File: src/hdl/upsr_pkg.sv
`timescale 1ns / 1ps
// shared constants, codes and result record for the update package section router
package upsr_pkg;

	localparam int HEADER_BYTES = 32;
	localparam int META_BYTES   = 64;
	localparam int HDR_STORE    = 20;

	localparam int HCNT_W = 6;
	localparam int MCNT_W = 7;
	localparam int PCNT_W = 24;
	localparam int SCNT_W = 16;
	localparam int OFF_W  = 24;
	localparam int TOT_W  = 26;

	localparam int CFG_AW = 3;
	localparam int CFG_DW = 32;

	localparam int QUEUE_DEPTH = 4;
	localparam int QPTR_W      = 2;

	localparam int S_TDATA_W = 8;
	localparam int M_TDATA_W = 40;

	localparam logic [CFG_AW-1:0] CFG_FILE_SIZE   = CFG_AW'(0);
	localparam logic [CFG_AW-1:0] CFG_MAGIC       = CFG_AW'(1);
	localparam logic [CFG_AW-1:0] CFG_FULL_TYPE   = CFG_AW'(2);
	localparam logic [CFG_AW-1:0] CFG_DELTA_TYPE  = CFG_AW'(3);
	localparam logic [CFG_AW-1:0] CFG_MAX_FW      = CFG_AW'(4);
	localparam logic [CFG_AW-1:0] CFG_MAX_SIG     = CFG_AW'(5);

	localparam logic [1:0] SEC_HEADER    = 2'd0;
	localparam logic [1:0] SEC_META      = 2'd1;
	localparam logic [1:0] SEC_PAYLOAD   = 2'd2;
	localparam logic [1:0] SEC_SIGNATURE = 2'd3;

	localparam logic [2:0] ST_OK     = 3'd0;
	localparam logic [2:0] ST_MAGIC  = 3'd1;
	localparam logic [2:0] ST_TYPE   = 3'd2;
	localparam logic [2:0] ST_FW     = 3'd3;
	localparam logic [2:0] ST_SIG    = 3'd4;
	localparam logic [2:0] ST_TOTAL  = 3'd5;
	localparam logic [2:0] ST_EXCESS = 3'd6;

	localparam logic CMD_DATA    = 1'b0;
	localparam logic CMD_RESTART = 1'b1;

	typedef struct packed {
		logic [1:0]       section;
		logic [OFF_W-1:0] offset;
		logic [7:0]       byte_out;
		logic             write_valid;
		logic             header_valid;
		logic             package_kind;
		logic [2:0]       status;
		logic             complete;
		logic             last;
	} result_t;

endpackage

File: src/hdl/update_package_section_router.sv
`timescale 1ns / 1ps
// top level of the update package section router
//
//  channel   dir  signals                         contents
//  s_*       in   s_tdata[7:0]                    data_byte
//                 s_tuser                         cmd
//                 s_tlast                         chunk_last
//  m_*       out  m_tdata[39:0]                   see port comment
//                 m_tuser[1:0]                    section
//                 m_tlast                         chunk_last_out
//  cfg_*     in   cfg_we, cfg_addr, cfg_wdata     register writes
//
//  one request per cycle while the queue is not full; a result goes through queue and output register
//  the header check runs in the cycle of the last header byte, in the front end
//  a four-entry result queue and an output register let the output stall apart
//  from the input; s_tready drops only when the queue is full
//  reset clears all counters and flags at once; no clearing pass
module update_package_section_router (
	input  logic                           clk,
	input  logic                           arst_n,
	input  logic                           cfg_we,
	input  logic [upsr_pkg::CFG_AW-1:0]    cfg_addr,
	input  logic [upsr_pkg::CFG_DW-1:0]    cfg_wdata,
	input  logic                           s_tvalid,
	output logic                           s_tready,
	input  logic [upsr_pkg::S_TDATA_W-1:0] s_tdata,   // data_byte
	input  logic                           s_tuser,   // cmd
	input  logic                           s_tlast,
	output logic                           m_tvalid,
	input  logic                           m_tready,
	// section_offset[23:0], byte_out[31:24], write_valid[32], header_valid[33],
	// package_kind[34], status[37:35], package_complete[38], zero[39]
	output logic [upsr_pkg::M_TDATA_W-1:0] m_tdata,
	output logic [1:0]                     m_tuser,   // section
	output logic                           m_tlast
);

	upsr_pkg::result_t front_res;
	upsr_pkg::result_t q_data;
	logic              push;
	logic              q_full;
	logic              q_valid;
	logic              pop;

	upsr_front u_front (
		.clk       (clk),
		.arst_n    (arst_n),
		.cfg_we    (cfg_we),
		.cfg_addr  (cfg_addr),
		.cfg_wdata (cfg_wdata),
		.s_tvalid  (s_tvalid),
		.s_tready  (s_tready),
		.s_tdata   (s_tdata),
		.s_tuser   (s_tuser),
		.s_tlast   (s_tlast),
		.q_full    (q_full),
		.push      (push),
		.res       (front_res)
	);

	upsr_queue u_queue (
		.clk       (clk),
		.arst_n    (arst_n),
		.push      (push),
		.push_data (front_res),
		.full      (q_full),
		.pop       (pop),
		.q_valid   (q_valid),
		.q_data    (q_data)
	);

	upsr_back u_back (
		.clk      (clk),
		.arst_n   (arst_n),
		.q_valid  (q_valid),
		.q_data   (q_data),
		.pop      (pop),
		.m_tvalid (m_tvalid),
		.m_tready (m_tready),
		.m_tdata  (m_tdata),
		.m_tuser  (m_tuser),
		.m_tlast  (m_tlast)
	);

endmodule

File: src/hdl/upsr_front.sv
`timescale 1ns / 1ps
// front end: config registers, session counters, header check and byte classification
module upsr_front (
	input  logic                          clk,
	input  logic                          arst_n,
	input  logic                          cfg_we,
	input  logic [upsr_pkg::CFG_AW-1:0]   cfg_addr,
	input  logic [upsr_pkg::CFG_DW-1:0]   cfg_wdata,
	input  logic                          s_tvalid,
	output logic                          s_tready,
	input  logic [upsr_pkg::S_TDATA_W-1:0] s_tdata,
	input  logic                          s_tuser,
	input  logic                          s_tlast,
	input  logic                          q_full,
	output logic                          push,
	output upsr_pkg::result_t             res
);

	logic [23:0] file_size_q;
	logic [31:0] magic_q;
	logic [31:0] full_type_q;
	logic [31:0] delta_type_q;
	logic [23:0] max_fw_q;
	logic [15:0] max_sig_q;

	logic [upsr_pkg::HCNT_W-1:0] hdr_cnt_q, hdr_cnt_d;
	logic [upsr_pkg::MCNT_W-1:0] meta_cnt_q, meta_cnt_d;
	logic [upsr_pkg::PCNT_W-1:0] pay_cnt_q, pay_cnt_d;
	logic [upsr_pkg::SCNT_W-1:0] sig_cnt_q, sig_cnt_d;
	logic [23:0] fw_len_q, fw_len_d;
	logic [15:0] sig_len_q, sig_len_d;
	logic        hdr_ready_q, hdr_ready_d;
	logic        kind_q, kind_d;
	logic [2:0]  err_q, err_d;
	logic [7:0]  hdr_bytes_q [upsr_pkg::HDR_STORE];
	logic [7:0]  hdr_view [upsr_pkg::HDR_STORE];

	logic [31:0] w_magic, w_hsize, w_ptype, w_fw, w_sig;
	logic [upsr_pkg::TOT_W-1:0] total;
	logic [2:0]  chk_code;
	logic        live;
	logic        hdr_last;
	logic        cmd;

	assign cmd      = s_tuser;
	assign s_tready = !q_full;
	assign push     = s_tvalid && s_tready;
	assign live     = (err_q == upsr_pkg::ST_OK);
	assign hdr_last = (hdr_cnt_q == upsr_pkg::HCNT_W'(upsr_pkg::HEADER_BYTES - 1));

	// configuration registers
	always_ff @(posedge clk or negedge arst_n) begin
		if (!arst_n) begin
			file_size_q  <= '0;
			magic_q      <= '0;
			full_type_q  <= '0;
			delta_type_q <= 32'd1;
			max_fw_q     <= 24'd1048576;
			max_sig_q    <= 16'd256;
		end else if (cfg_we) begin
			case (cfg_addr)
				upsr_pkg::CFG_FILE_SIZE:  file_size_q  <= cfg_wdata[23:0];
				upsr_pkg::CFG_MAGIC:      magic_q      <= cfg_wdata;
				upsr_pkg::CFG_FULL_TYPE:  full_type_q  <= cfg_wdata;
				upsr_pkg::CFG_DELTA_TYPE: delta_type_q <= cfg_wdata;
				upsr_pkg::CFG_MAX_FW:     max_fw_q     <= cfg_wdata[23:0];
				upsr_pkg::CFG_MAX_SIG:    max_sig_q    <= cfg_wdata[15:0];
				default: ;
			endcase
		end
	end

	// header bytes with the incoming byte merged in
	always_comb begin
		for (int i = 0; i < upsr_pkg::HDR_STORE; i++) begin
			hdr_view[i] = (hdr_cnt_q == upsr_pkg::HCNT_W'(i)) ? s_tdata : hdr_bytes_q[i];
		end
	end

	assign w_magic = {hdr_view[3],  hdr_view[2],  hdr_view[1],  hdr_view[0]};
	assign w_hsize = {hdr_view[7],  hdr_view[6],  hdr_view[5],  hdr_view[4]};
	assign w_ptype = {hdr_view[11], hdr_view[10], hdr_view[9],  hdr_view[8]};
	assign w_fw    = {hdr_view[15], hdr_view[14], hdr_view[13], hdr_view[12]};
	assign w_sig   = {hdr_view[19], hdr_view[18], hdr_view[17], hdr_view[16]};

	assign total = upsr_pkg::TOT_W'(upsr_pkg::HEADER_BYTES + upsr_pkg::META_BYTES)
		+ {2'b00, w_fw[23:0]} + {10'd0, w_sig[15:0]};

	// first failing check wins
	always_comb begin
		if (w_magic != magic_q || w_hsize != 32'(upsr_pkg::HEADER_BYTES)) begin
			chk_code = upsr_pkg::ST_MAGIC;
		end else if (w_ptype != full_type_q && w_ptype != delta_type_q) begin
			chk_code = upsr_pkg::ST_TYPE;
		end else if (w_fw == 32'd0 || w_fw > {8'd0, max_fw_q}) begin
			chk_code = upsr_pkg::ST_FW;
		end else if (w_sig == 32'd0 || w_sig > {16'd0, max_sig_q}) begin
			chk_code = upsr_pkg::ST_SIG;
		end else if (total != {2'b00, file_size_q}) begin
			chk_code = upsr_pkg::ST_TOTAL;
		end else begin
			chk_code = upsr_pkg::ST_OK;
		end
	end

	// classify the request and work out the next session state
	always_comb begin
		hdr_cnt_d   = hdr_cnt_q;
		meta_cnt_d  = meta_cnt_q;
		pay_cnt_d   = pay_cnt_q;
		sig_cnt_d   = sig_cnt_q;
		fw_len_d    = fw_len_q;
		sig_len_d   = sig_len_q;
		hdr_ready_d = hdr_ready_q;
		kind_d      = kind_q;
		err_d       = err_q;

		res              = '0;
		res.byte_out     = s_tdata;
		res.last         = s_tlast;

		if (cmd == upsr_pkg::CMD_RESTART) begin
			hdr_cnt_d    = '0;
			meta_cnt_d   = '0;
			pay_cnt_d    = '0;
			sig_cnt_d    = '0;
			fw_len_d     = '0;
			sig_len_d    = '0;
			hdr_ready_d  = 1'b0;
			kind_d       = 1'b0;
			err_d        = upsr_pkg::ST_OK;
			res.section  = upsr_pkg::SEC_HEADER;
			res.offset   = '0;
			res.byte_out = '0;
		end else if (hdr_cnt_q < upsr_pkg::HCNT_W'(upsr_pkg::HEADER_BYTES)) begin
			res.section = upsr_pkg::SEC_HEADER;
			res.offset  = upsr_pkg::OFF_W'(hdr_cnt_q);
			if (live) begin
				hdr_cnt_d       = hdr_cnt_q + 1'b1;
				res.write_valid = 1'b1;
				if (hdr_last) begin
					err_d = chk_code;
					if (chk_code != upsr_pkg::ST_OK) begin
						res.write_valid = 1'b0;
					end else begin
						res.header_valid = 1'b1;
						fw_len_d    = w_fw[23:0];
						sig_len_d   = w_sig[15:0];
						kind_d      = (w_ptype != full_type_q);
						hdr_ready_d = 1'b1;
					end
				end
			end
		end else if (meta_cnt_q < upsr_pkg::MCNT_W'(upsr_pkg::META_BYTES)) begin
			res.section = upsr_pkg::SEC_META;
			res.offset  = upsr_pkg::OFF_W'(meta_cnt_q);
			if (live) begin
				meta_cnt_d      = meta_cnt_q + 1'b1;
				res.write_valid = 1'b1;
			end
		end else if (pay_cnt_q < fw_len_q) begin
			res.section = upsr_pkg::SEC_PAYLOAD;
			res.offset  = pay_cnt_q;
			if (live) begin
				pay_cnt_d       = pay_cnt_q + 1'b1;
				res.write_valid = 1'b1;
			end
		end else if (sig_cnt_q < sig_len_q) begin
			res.section = upsr_pkg::SEC_SIGNATURE;
			res.offset  = upsr_pkg::OFF_W'(sig_cnt_q);
			if (live) begin
				sig_cnt_d       = sig_cnt_q + 1'b1;
				res.write_valid = 1'b1;
			end
		end else begin
			res.section = upsr_pkg::SEC_SIGNATURE;
			res.offset  = upsr_pkg::OFF_W'(sig_len_q);
			if (live) begin
				err_d = upsr_pkg::ST_EXCESS;
			end
		end

		res.package_kind = kind_d;
		res.status       = err_d;
		res.complete     = (err_d == upsr_pkg::ST_OK) && hdr_ready_d
			&& (meta_cnt_d == upsr_pkg::MCNT_W'(upsr_pkg::META_BYTES))
			&& (pay_cnt_d == fw_len_d) && (sig_cnt_d == sig_len_d);
	end

	always_ff @(posedge clk or negedge arst_n) begin
		if (!arst_n) begin
			hdr_cnt_q   <= '0;
			meta_cnt_q  <= '0;
			pay_cnt_q   <= '0;
			sig_cnt_q   <= '0;
			fw_len_q    <= '0;
			sig_len_q   <= '0;
			hdr_ready_q <= 1'b0;
			kind_q      <= 1'b0;
			err_q       <= upsr_pkg::ST_OK;
		end else if (push) begin
			hdr_cnt_q   <= hdr_cnt_d;
			meta_cnt_q  <= meta_cnt_d;
			pay_cnt_q   <= pay_cnt_d;
			sig_cnt_q   <= sig_cnt_d;
			fw_len_q    <= fw_len_d;
			sig_len_q   <= sig_len_d;
			hdr_ready_q <= hdr_ready_d;
			kind_q      <= kind_d;
			err_q       <= err_d;
		end
	end

	// header byte store, written only while counting the first bytes
	always_ff @(posedge clk) begin
		for (int i = 0; i < upsr_pkg::HDR_STORE; i++) begin
			if (push && cmd == upsr_pkg::CMD_DATA && live
					&& hdr_cnt_q == upsr_pkg::HCNT_W'(i)) begin
				hdr_bytes_q[i] <= s_tdata;
			end
		end
	end

	a_hv_sets_ready: assert property (@(posedge clk) disable iff (!arst_n)
		push && res.header_valid |=> hdr_ready_q && err_q == upsr_pkg::ST_OK)
		else $error("header pass did not arm the session");

	a_restart_clears: assert property (@(posedge clk) disable iff (!arst_n)
		push && cmd == upsr_pkg::CMD_RESTART |=> err_q == upsr_pkg::ST_OK
		&& hdr_cnt_q == '0 && !hdr_ready_q)
		else $error("restart left session state behind");

	a_sticky_error: assert property (@(posedge clk) disable iff (!arst_n)
		push && cmd == upsr_pkg::CMD_DATA && !live |=> $stable(err_q)
		&& $stable(hdr_cnt_q) && $stable(pay_cnt_q) && $stable(sig_cnt_q))
		else $error("state moved while an error was held");

	a_write_only_live: assert property (@(posedge clk) disable iff (!arst_n)
		push && res.write_valid |-> live && res.status == upsr_pkg::ST_OK)
		else $error("write flagged under error");

endmodule

File: src/hdl/upsr_queue.sv
`timescale 1ns / 1ps
// short result queue between the front and back ends
module upsr_queue (
	input  logic              clk,
	input  logic              arst_n,
	input  logic              push,
	input  upsr_pkg::result_t push_data,
	output logic              full,
	input  logic              pop,
	output logic              q_valid,
	output upsr_pkg::result_t q_data
);

	upsr_pkg::result_t           slot_q [upsr_pkg::QUEUE_DEPTH];
	logic [upsr_pkg::QPTR_W-1:0] wr_ptr_q;
	logic [upsr_pkg::QPTR_W-1:0] rd_ptr_q;
	logic [upsr_pkg::QPTR_W:0]   cnt_q;

	assign full    = (cnt_q == (upsr_pkg::QPTR_W + 1)'(upsr_pkg::QUEUE_DEPTH));
	assign q_valid = (cnt_q != '0);
	assign q_data  = slot_q[rd_ptr_q];

	always_ff @(posedge clk or negedge arst_n) begin
		if (!arst_n) begin
			wr_ptr_q <= '0;
			rd_ptr_q <= '0;
			cnt_q    <= '0;
		end else begin
			if (push) begin
				wr_ptr_q <= wr_ptr_q + 1'b1;
			end
			if (pop) begin
				rd_ptr_q <= rd_ptr_q + 1'b1;
			end
			case ({push, pop})
				2'b10:   cnt_q <= cnt_q + 1'b1;
				2'b01:   cnt_q <= cnt_q - 1'b1;
				default: cnt_q <= cnt_q;
			endcase
		end
	end

	always_ff @(posedge clk) begin
		if (push) begin
			slot_q[wr_ptr_q] <= push_data;
		end
	end

endmodule

File: src/hdl/upsr_back.sv
`timescale 1ns / 1ps
// back end: output register and stream packing of results
module upsr_back (
	input  logic                           clk,
	input  logic                           arst_n,
	input  logic                           q_valid,
	input  upsr_pkg::result_t              q_data,
	output logic                           pop,
	output logic                           m_tvalid,
	input  logic                           m_tready,
	output logic [upsr_pkg::M_TDATA_W-1:0] m_tdata,
	output logic [1:0]                     m_tuser,
	output logic                           m_tlast
);

	upsr_pkg::result_t out_q;
	logic              valid_q;

	assign pop      = q_valid && (!valid_q || m_tready);
	assign m_tvalid = valid_q;
	assign m_tuser  = out_q.section;
	assign m_tlast  = out_q.last;
	assign m_tdata  = {1'b0, out_q.complete, out_q.status, out_q.package_kind,
		out_q.header_valid, out_q.write_valid, out_q.byte_out, out_q.offset};

	always_ff @(posedge clk or negedge arst_n) begin
		if (!arst_n) begin
			valid_q <= 1'b0;
		end else if (pop) begin
			valid_q <= 1'b1;
		end else if (m_tready) begin
			valid_q <= 1'b0;
		end
	end

	always_ff @(posedge clk) begin
		if (pop) begin
			out_q <= q_data;
		end
	end

endmodule

File: config.mk
export PLATFORM = sky130hd
export DESIGN_NAME = update_package_section_router
export DESIGN_NICKNAME = d
export VERILOG_FILES = /design/src/hdl/upsr_pkg.sv /design/src/hdl/update_package_section_router.sv /design/src/hdl/upsr_front.sv /design/src/hdl/upsr_queue.sv /design/src/hdl/upsr_back.sv
export SDC_FILE = /design/constraint.sdc
export NUM_CORES = 1
export LEC_CHECK = 0
export ABC_AREA = 1
export ABC_CLOCK_PERIOD_IN_PS = 12000
export BUFFER_PORTS_ARGS = -buffer_cell sky130_fd_sc_hd__buf_2
export CORE_MARGIN = 2
export CORE_UTILIZATION = 40
export DETAILED_ROUTE_END_ITERATION = 7
export GPL_TIMING_DRIVEN = 0
export PLACE_DENSITY = 0.64
export SYNTH_ARGS = -nofsm -noshare
export SYNTH_HDL_FRONTEND = slang
export SYNTH_SLANG_ARGS = --single-unit
File: constraint.sdc
create_clock -name clk -period 12 [get_ports clk]
set_input_delay 1.8 -clock clk [delete_from_list [all_inputs] [get_ports clk]]
set_output_delay 1.8 -clock clk [all_outputs]
set_load 0.01 [all_outputs]
==> qor.yml <==
global_route:
  grt_pass1_wl_um: 156000
  overflow: 0
  grt_pass1_vias: 25243
  grtUsageTotal_pct: 24.9
  antenna_found_initial: 4
  grt_max_degree: 120
sta:
  worst_hold_slack_ns: 0.480
  fmax_mhz: 120
  period_share_pct: 69.6
  tightest_slew_ns: 1.35
  setup_violations: 0
  hold_viol: 0
  setup_tns_ns: 0
  slew_headroom_pct: 9.11
  skew_ns: 0.0441
  drv_slew: 0
  rsz0062_at_grt: "false"
  period_needed_ns: 8.36
floorplanning:
  core_region_area_um2: 80400
  dieArea_um2: 83400
  start_util_pct: 40.4
  ios: 95
  die_y_um: 289
  die_x_um: 289
  row_count: 104
synth:
  synth_edf_count: 370
  yosys.area_share.simple_pct: 19.5
  ys_ff_latch: 636
  yosysUniqueCellTypes: 57
  postSynthCellCount: 3573
  ys_seq_area_share_pct: 54.8
  synth.area.mux_share_pct: 0
  syn_area_um2: 32500
  synth_compound_area_share_pct: 11.7
  yosys.area_share.xor_xnor_pct: 3.46
  postSynthNetCount: 3731
  synthAdderAreaFrac_pct: 4.21
  synth_ff_type: "edfxtp_1"
  ys_warn_count: 0
  synth_top_family_by_area: "simple AND/OR/NAND/NOR gates"
  async_reset_ff_share_pct: 41.8
  syn_avg_cell_area_um2: 9.08
worst_setup_path:
  reg2regPathDepth: 33
  cp.arrival_ns: 8.70
  critPathTopFamily: "simple AND/OR/NAND/NOR gates"
  critPathKind: "in2reg"
  startpoint_type: "input port"
  slowest_delay_ns: 0.84
  critPathBufInv: 5
  critPathMostFrequentCell: "nor2_1"
  regToRegStartpoint: "u_front.hdr_cnt_q[1]$_DFFE_PN0P_"
  cp_slowest_cell: "o21ai_0"
  cp_data_required_time_ns: 12.34
  r2r_setup_slack_ns: 4.77
  r2r-end: "u_queue.slot_q[0][1]$_DFFE_PP_"
  end_kind: "flip-flop"
  cp_max_fo: 24
cells_and_area:
  multi_input_area_um2: 12700
  seqCellArea_um2: 17800
  finalNetCount: 3903
  drive_gt1_share_pct: 8.23
  final_core_util_pct: 45.7
  layout_commonest_cell: "nand2_1"
  stdcell_area_um2: 36800
  syn_to_final_growth_pct: 13.3
  layout_common_cells: "784 x nand2_1, 476 x o21ai_0, 380 x inv_1"
  fillers: 7650
drt:
  ant_nets: 0
  num_vias: 26596
  vias_per_cell: 5.47
  drtIter0Drc: 2759
  post-route-drc-count: 0
  wirelength_um: 104000
  routedWlPerCell_um: 21.4
  first_pass_iters: 7
cts:
  clk_pin_slew_ns: 0.06
  clock-sinks: 636
  cts_root_buf: "clkbuf_16"
  cts_setup_buffers: 0
  numCtsBuffers: 70
  ctsLongestPathBuffers: 3
  htreeDepth: 3
  insertion_delay_ns: 0.64
  cts.repair.resized: 0
  cts_hold_buf: 0
  cts_tree: "done"
placed_design:
  dp_hpwl_um: 75300
  port-buffer-count: 93
  gp_congestion: 1.03
  dpl_cell_area_um2: 34500
worst_hold_path:
  hold_depth: 2
  min_to: "u_queue.cnt_q[1]$_DFFE_PN0P_"
  min_from: "u_queue.cnt_q[1]$_DFFE_PN0P_"
  hold_class: "reg2reg"
run:
  cap_violations: 0
power:
  p_leak_nw: 15.3
  vdd_drop_max_mv: 0.101
  power_mw: 6.38
  power.density_nw_per_um2: 174
outcome:
  outcome: "completed"
==> where the power goes <==
group	total [mW]	internal [mW]	leakage, nW	switching [mW]
sequential	2.85	2.71	6.90	0.140
clock	2.16	1.22	1.13	0.941
combinational	1.38	0.421	7.30	0.956
==> sequential cells by signal, summed over array words and instances (netlist names), 2 cells and up <==
name / count
u_queue.slot_q: 168
u_front.hdr_cnt_q: 6
u_front.magic_q: 32
u_front.sig_len_q: 16
u_back.m_tuser: 2
u_front.file_size_q: 24
u_front.delta_type_q: 32
u_back.m_tdata: 39
u_front.hdr_bytes_q: 160
u_front.full_type_q: 32
u_front.fw_len_q: 24
u_front.max_sig_q: 16
u_front.pay_cnt_q: 24
u_front.sig_cnt_q: 16
u_queue.cnt_q: 3
u_front.meta_cnt_q: 7
u_queue.rd_ptr_q: 2
u_front.max_fw_q: 24
u_queue.wr_ptr_q: 2
u_front.err_q: 3
==> worst reg2reg max path: cells and delay by family, from the launching register on <==
| kind | cells | cell delay (ns) |
|---|---|---|
| XOR/XNOR | 1 | 0.17 |
| buffers and inverters | 6 | 1.00 |
| AO/OA/AOI/OAI | 1 | 0.95 |
| adder cells (fa/ha/maj) | 3 | 0.93 |
| flip-flops | 1 | 0.39 |
| AND/OR/NAND/NOR | 22 | 3.50 |
==> synthesized netlist by cell type, drive strengths merged, types with 2 or more instances <==
cell / count / area share (%)
nand2: 802 / 9.4
o21ai: 485 / 7.5
inv: 386 / 4.5
edfxtp: 370 / 34
nor2: 294 / 3.7
dfrtp: 263 / 20
nand3: 185 / 2.9
a21oi: 121 / 1.9
ha: 106 / 4.1
clkbuf: 105 / 1.2
xor2: 72 / 1.9
nand4: 66 / 1.3
xnor2: 51 / 1.4
nor3: 48 / 0.76
o22ai: 46 / 0.89
nor4: 37 / 0.73
buf: 34 / 0.66
or2: 17 / 0.33
a22oi: 11 / 0.25
nand3b: 11 / 0.25
a31oi: 9 / 0.17
o211ai: 8 / 0.22
a211oi: 7 / 0.16
o21a: 7 / 0.16
and3: 5 / 0.096
o221ai: 4 / 0.11
dfstp: 3 / 0.24
a21boi: 2 / 0.046
a21o: 2 / 0.046
clkinv: 2 / 0.023
fa: 2 / 0.12
o2111ai: 2 / 0.054
o31ai: 2 / 0.046
xnor3: 2 / 0.14
==> layer usage <==
metal  vias up  global-route usage, %  wire, um
met1     12717                   33.4     43600
met3       264                   3.92      8020
met2      1156                   40.3     48000
met4         0                   10.1      4500
li1      12459                      -         -
met5         -                      0         0
==> final cells by class <==
class | instances | share of cell area (%)
clock buffers | 95 | 5.38
flip-flops and latches | 636 | 48.3
multi-input cells | 2410 | 34.5
plain buffers | 139 | 1.65
repair buffers | 100 | 1.72
inverters | 388 | 3.96
well taps | 1060 | 3.61
clock inverters | 35 | 0.875
diodes | 1 | 0.00681
==> through the flow <==
stage,setup slack (ns),instances
2_1_floorplan,6.31,3573
3_3_place_gp,3.21,4726
3_5_place_dp,3.17,4733
4_1_cts,3.74,4863
5_1_grt,3.15,4864
6_report,3.64,4864
==> cells by family after synthesis <==
logic type                 Yosys count
adders and majority gates          108
AOI/OAI and AO/OA                  710
other                                1
buffers and inverters              527
and+or+nand+nor                   1466
DFF                                636
xor gates and xnor gates           125
==> how the worst max path moves through the flow <==
stage                from                              to  slack (ns)  cells past startpoint
6_report       s_tdata[1]  u_queue.slot_q[0][1]$_DFFE_PP_        3.64                     30
5_1_grt        s_tdata[1]  u_queue.slot_q[1][1]$_DFFE_PP_        3.15                     33
4_1_cts        s_tdata[3]  u_queue.slot_q[3][1]$_DFFE_PP_        3.74                     32
3_5_place_dp   s_tdata[1]  u_queue.slot_q[3][1]$_DFFE_PP_        3.17                     33
3_3_place_gp   s_tdata[3]  u_queue.slot_q[3][1]$_DFFE_PP_        3.21                     32
2_1_floorplan  s_tdata[5]  u_queue.slot_q[0][1]$_DFFE_PP_        6.31                     39
Power figures use the tool's default switching activity.
